File: config.mk
export PLATFORM = sky130hd
export DESIGN_NAME = ssm_front
export DESIGN_NICKNAME = d
export VERILOG_FILES = /design/src/design/ssm_pkg.sv /design/src/design/ssm_front.sv
export SDC_FILE = /design/constraint.sdc
export NUM_CORES = 1
export LEC_CHECK = 0
export BUFFER_PORTS_ARGS = -buffer_cell sky130_fd_sc_hd__buf_4
export CORE_ASPECT_RATIO = 2
export CORE_UTILIZATION = 45
export CTS_CLUSTER_DIAMETER = 40
export DETAILED_ROUTE_END_ITERATION = 10
export PLACE_DENSITY = 0.69
export SLEW_MARGIN = 20
export SYNTH_ARGS = -nofsm -noshare
export SYNTH_HDL_FRONTEND = slang
export SYNTH_SLANG_ARGS = --single-unit
File: constraint.sdc
create_clock -name i_clk -period 3.7 [get_ports i_clk]
set_input_delay 0.185 -clock i_clk [delete_from_list [all_inputs] [get_ports i_clk]]
set_output_delay 0.185 -clock i_clk [all_outputs]
set_load 0.02 [all_outputs]
File: src/design/ssm_pkg.sv
// ----------------------------------------------------------------------------
// ssm_pkg: shared types and constants of the serial stream mux transmitter
// Actions, send phases, select and escape bytes, queue sizing.
// ----------------------------------------------------------------------------
`default_nettype none
package ssm_pkg;
    localparam int QueueDepth = 256;
    localparam int PacketMax  = 32;
    localparam int QAW = $clog2(QueueDepth);
    localparam int QCW = $clog2(QueueDepth + 1);
    localparam int PAW = $clog2(PacketMax);
    localparam int PLW = $clog2(PacketMax + 2);

    localparam logic [7:0] SEL_APP  = 8'hFE;
    localparam logic [7:0] SEL_DBG  = 8'hFD;
    localparam logic [7:0] ESC_CHAR = 8'hFC;

    typedef enum logic [1:0] {
        ACT_PUSH_APP = 2'd0,
        ACT_PUSH_DBG = 2'd1,
        ACT_END_PKT  = 2'd2,
        ACT_PULL     = 2'd3
    } t_action;

    typedef enum logic [2:0] {
        PH_IDLE, PH_PAD, PH_START, PH_BODY, PH_TRAIL, PH_APPOWED
    } t_phase;

    // one decoded item handed from the front end to the back end
    typedef struct packed {
        t_action    action;
        logic [7:0] data;
        logic [9:0] delay;
    } t_cmd;

    function automatic logic needs_esc(input logic [7:0] b);
        return (b == SEL_APP) || (b == SEL_DBG) || (b == ESC_CHAR);
    endfunction
endpackage
`default_nettype wire

File: src/design/ssm_front.sv
// ----------------------------------------------------------------------------
// ssm_front: input stage and command queue
// Takes input transfers into a two-entry queue toward the back end.
// ----------------------------------------------------------------------------
`default_nettype none
module ssm_front (
    input  wire logic          i_clk,
    input  wire logic          i_rst_n,
    input  wire logic          i_valid,
    output logic               o_ready,
    input  wire ssm_pkg::t_cmd i_cmd,
    output logic               o_valid,
    input  wire logic          i_ready,
    output ssm_pkg::t_cmd      o_cmd
);
    import ssm_pkg::*;

    t_cmd       r_q [2];
    logic       r_rd, r_wr;
    logic [1:0] r_cnt;
    logic       push, pop;

    assign o_ready = (r_cnt != 2'd2);
    assign o_valid = (r_cnt != 2'd0);
    assign o_cmd   = r_q[r_rd];
    assign push    = i_valid && o_ready;
    assign pop     = o_valid && i_ready;

    always_ff @(posedge i_clk) begin
        if (push) begin
            r_q[r_wr] <= i_cmd;
        end
        if (!i_rst_n) begin
            r_rd  <= 1'b0;
            r_wr  <= 1'b0;
            r_cnt <= 2'd0;
        end else begin
            if (push) r_wr <= ~r_wr;
            if (pop)  r_rd <= ~r_rd;
            r_cnt <= r_cnt + {1'b0, push} - {1'b0, pop};
        end
    end

    a_cnt_range: assert property (@(posedge i_clk) disable iff (!i_rst_n)
        r_cnt != 2'd3) else $error("queue count out of range");
    a_no_overflow: assert property (@(posedge i_clk) disable iff (!i_rst_n)
        (r_cnt == 2'd2 && !pop) |=> (r_cnt == 2'd2)) else $error("queue count lost");
    a_ptrs: assert property (@(posedge i_clk) disable iff (!i_rst_n)
        (r_cnt == 2'd0 || r_cnt == 2'd2) |-> (r_rd == r_wr)) else $error("ptr mismatch");
endmodule
`default_nettype wire

==> results.cfg <==
[pwr]
seq_power_share_pct = 46.5
combinationalPowerShare_pct = 29.1
cellPowerDensity_nw_per_um2 = 683
p_int_uw = 1080
p_sw_share_pct = 27.4
power_frac_clock_pct = 24.4
p_switching_uw = 409
peakVddDrop_uv = 615
p_leak_uw = 0.000830

[sta]
timing_max_transition_violations_final = 0
period_share_pct = 52.7
setup_viol = 0
skew_ps = 6.94
rsz0062_at_grt = false
fmax_mhz = 513
timing.final.crit_period_ps = 1950
hold_viol = 0
slew_headroom_pct = 32.9
final.setup.tns_ps = 0
tightestPinTransition_ps = 1000

[critical_path]
end_kind = output pin
crit_arrival_ps = 1760
reg2reg_depth = 3
r2r_end = r_q[0][14]$_DFFE_PP_
crit_chain = mux2_2 -> buf_4
r2r_start = r_cnt[0]$_SDFF_PN0_
path_buf_inv = 1
crit_fanout = 20
rrSetupSlack_ps = 1900
worst_path_max_delay_cell = dfxtp_1
start_kind = flip-flop
path_class = reg -> out
crit_path_max_incr_delay_ps = 890
critPathTopFamily = flip-flops
required_ps = 3510

[grt]
use_met3_pct = 6.12
grt_use_total_pct = 15.0
grt_use_met2_pct = 27.3
grt_pass1_wl_um = 4020
grt_use_met1_pct = 12.5
grt_max_degree = 21
grt_busiest_layer = met2
grt_pass1_vias = 929
grt-ovfl-total = 0
antenna_found_initial = 0

[worst_hold_path]
hold_depth = 1
hold_start = i_cmd[4]
hold_path_end = r_q[1][4]$_DFFE_PP_
min_path_type = in -> reg

[outcome]
status = finished clean

[place]
place_area_sq_um = 2060
dp_hpwl_um = 1850
gp_congestion = 0.687
port_buffers = 45

[clock_tree]
postCtsHoldBufs = 0
cts_max_level = 2
cts_root_buf = clkbuf_8
postCtsSetupBuffers = 0
clock_latency_ps = 290
numClockSinks = 45
cts_tree = yes
cts.repair.resized = 0
numCtsBuffers = 5
clockBufferDepth = 2
clk_pin_slew_worst_paths_ps = 80

[yosys]
ys_seq_elements = 45
syn-num-nets = 112
synth_cell_types = 16
netlist_area_sq_um = 1680
synth_cells = 86
ys_seq_area_share_pct = 77.6
syn_area_per_cell_sq_um = 19.5
yosysWarnings = 0

[die]
pin_count = 46
die_x_um = 45.2
fp-row-count = 31
die_y_um = 88.3
design.die.area_sq_um = 3990
initial_core_util_pct = 46.5
coreArea_sq_um = 3610

[job]
cap_viol_max_count = 0

[finish]
design_area_sq_um = 2180
final_common_cell = buf_4
layout_common_cells = 45 x buf_4, 40 x edfxtp_1, 20 x mux2_2
area_growth_pct = 30.0
fillCellCount = 307
drive_above_1_share_pct = 54.7
antennaDiodeCount = 0
final_net_count = 162

[drt]
routed_wl_um = 2630
firstDrtPassIters = 4
antenna_left = 0
vias = 894
drc_errors = 0
viasPerCell = 4.81
initialDrtViolationCount = 9
wire_per_inst_um = 14.1
[cell usage after synthesis]
library cell / count / area [sq um]
mux2i_1: 1 / 10.0
and2_1: 2 / 12.5
buf_4: 2 / 15.0
mux2_2: 20 / 225
edfxtp_1: 40 / 1200
nand2b_1: 2 / 12.5
inv_1: 1 / 3.75
nand2_1: 2 / 7.51
dfxtp_1: 5 / 100
and3_1: 1 / 6.26
o21a_2: 1 / 8.76
nor2b_1: 2 / 12.5
nor2_1: 1 / 3.75
or2_2: 1 / 6.26
ha_1: 2 / 25.0
xnor2_1: 3 / 26.3
[routing by layer]
layer / part of all wire [%] / vias up / wire length, um
met1: 30 / 438 / 788
met3: 6.6 / 4 / 174
li1: - / 420 / -
met2: 61 / 32 / 1600
met4: 2.3 / 0 / 61
met5: 0 / - / 0
[state kept, by name, summed over array words and instances (netlist names), named ones only]
register / cells
r_wr: 1
r_q: 40
r_cnt: 2
r_rd: 1
[through the flow]
| step | hold WS [ps] | std cells | util, % | power (uW) | setup slack [ps] |
|---|---|---|---|---|---|
| finish | 77.8 | 186 | 60.4 | 1490 | 1750 |
| floorplan | 284 | 86 | - | 975 | 1690 |
| global placement | 371 | 178 | 57.2 | 1130 | 1950 |
| global route | 56.2 | 186 | 60.4 | 1570 | 1610 |
| detailed placement | 373 | 178 | 57.2 | 1140 | 1870 |
| CTS | 62.6 | 186 | 60.4 | 1510 | 1690 |
[logic make-up (layout without fill, tap and decap cells)]
group / Yosys count / in the layout / synth area share, %
AOI/OAI and AO/OA: 1 / 1 / 0.522
buffers and inverters: 3 / 54 / 1.12
DFF: 45 / 45 / 77.6
and+or+nand+nor: 11 / 11 / 3.66
muxes: 21 / 21 / 14.0
xor gates and xnor gates: 3 / 3 / 1.57
adders and majority gates: 2 / 2 / 1.49
[area by class of cell]
type / instances / area (sq um) / share of cell area, %
multi-input cells: 38 / 359 / 16.5
clock buffers: 7 / 86.3 / 3.96
flip-flops and latches: 45 / 1300 / 59.7
clock inverters: 1 / 30.0 / 1.38
well taps: 49 / 61.3 / 2.81
inverters: 1 / 3.75 / 0.172
repair buffers: 45 / 338 / 15.5
[worst max-delay path by stage]
stage	from	to	slack [ps]	cells past startpoint
floorplan	r_cnt[0]$_SDFF_PN0_	r_q[0][0]$_DFFE_PP_	1690	3
CTS	flip-flop	o_cmd[15]	1690	2
global route	flip-flop	o_cmd[15]	1610	2
global placement	r_cnt[0]$_SDFF_PN0_	r_q[0][16]$_DFFE_PP_	1950	3
finish	flip-flop	o_cmd[15]	1750	2
detailed placement	r_cnt[0]$_SDFF_PN0_	r_q[0][3]$_DFFE_PP_	1870	3
[power by group through the flow]
stage	clock, uW	sequential [uW]	combinational [uW]
finish	364	692	433
global route	397	706	466
CTS	378	695	440
detailed placement	0	706	438
global placement	0	700	428
floorplan	0	671	304
Power figures use the tool's default switching activity.
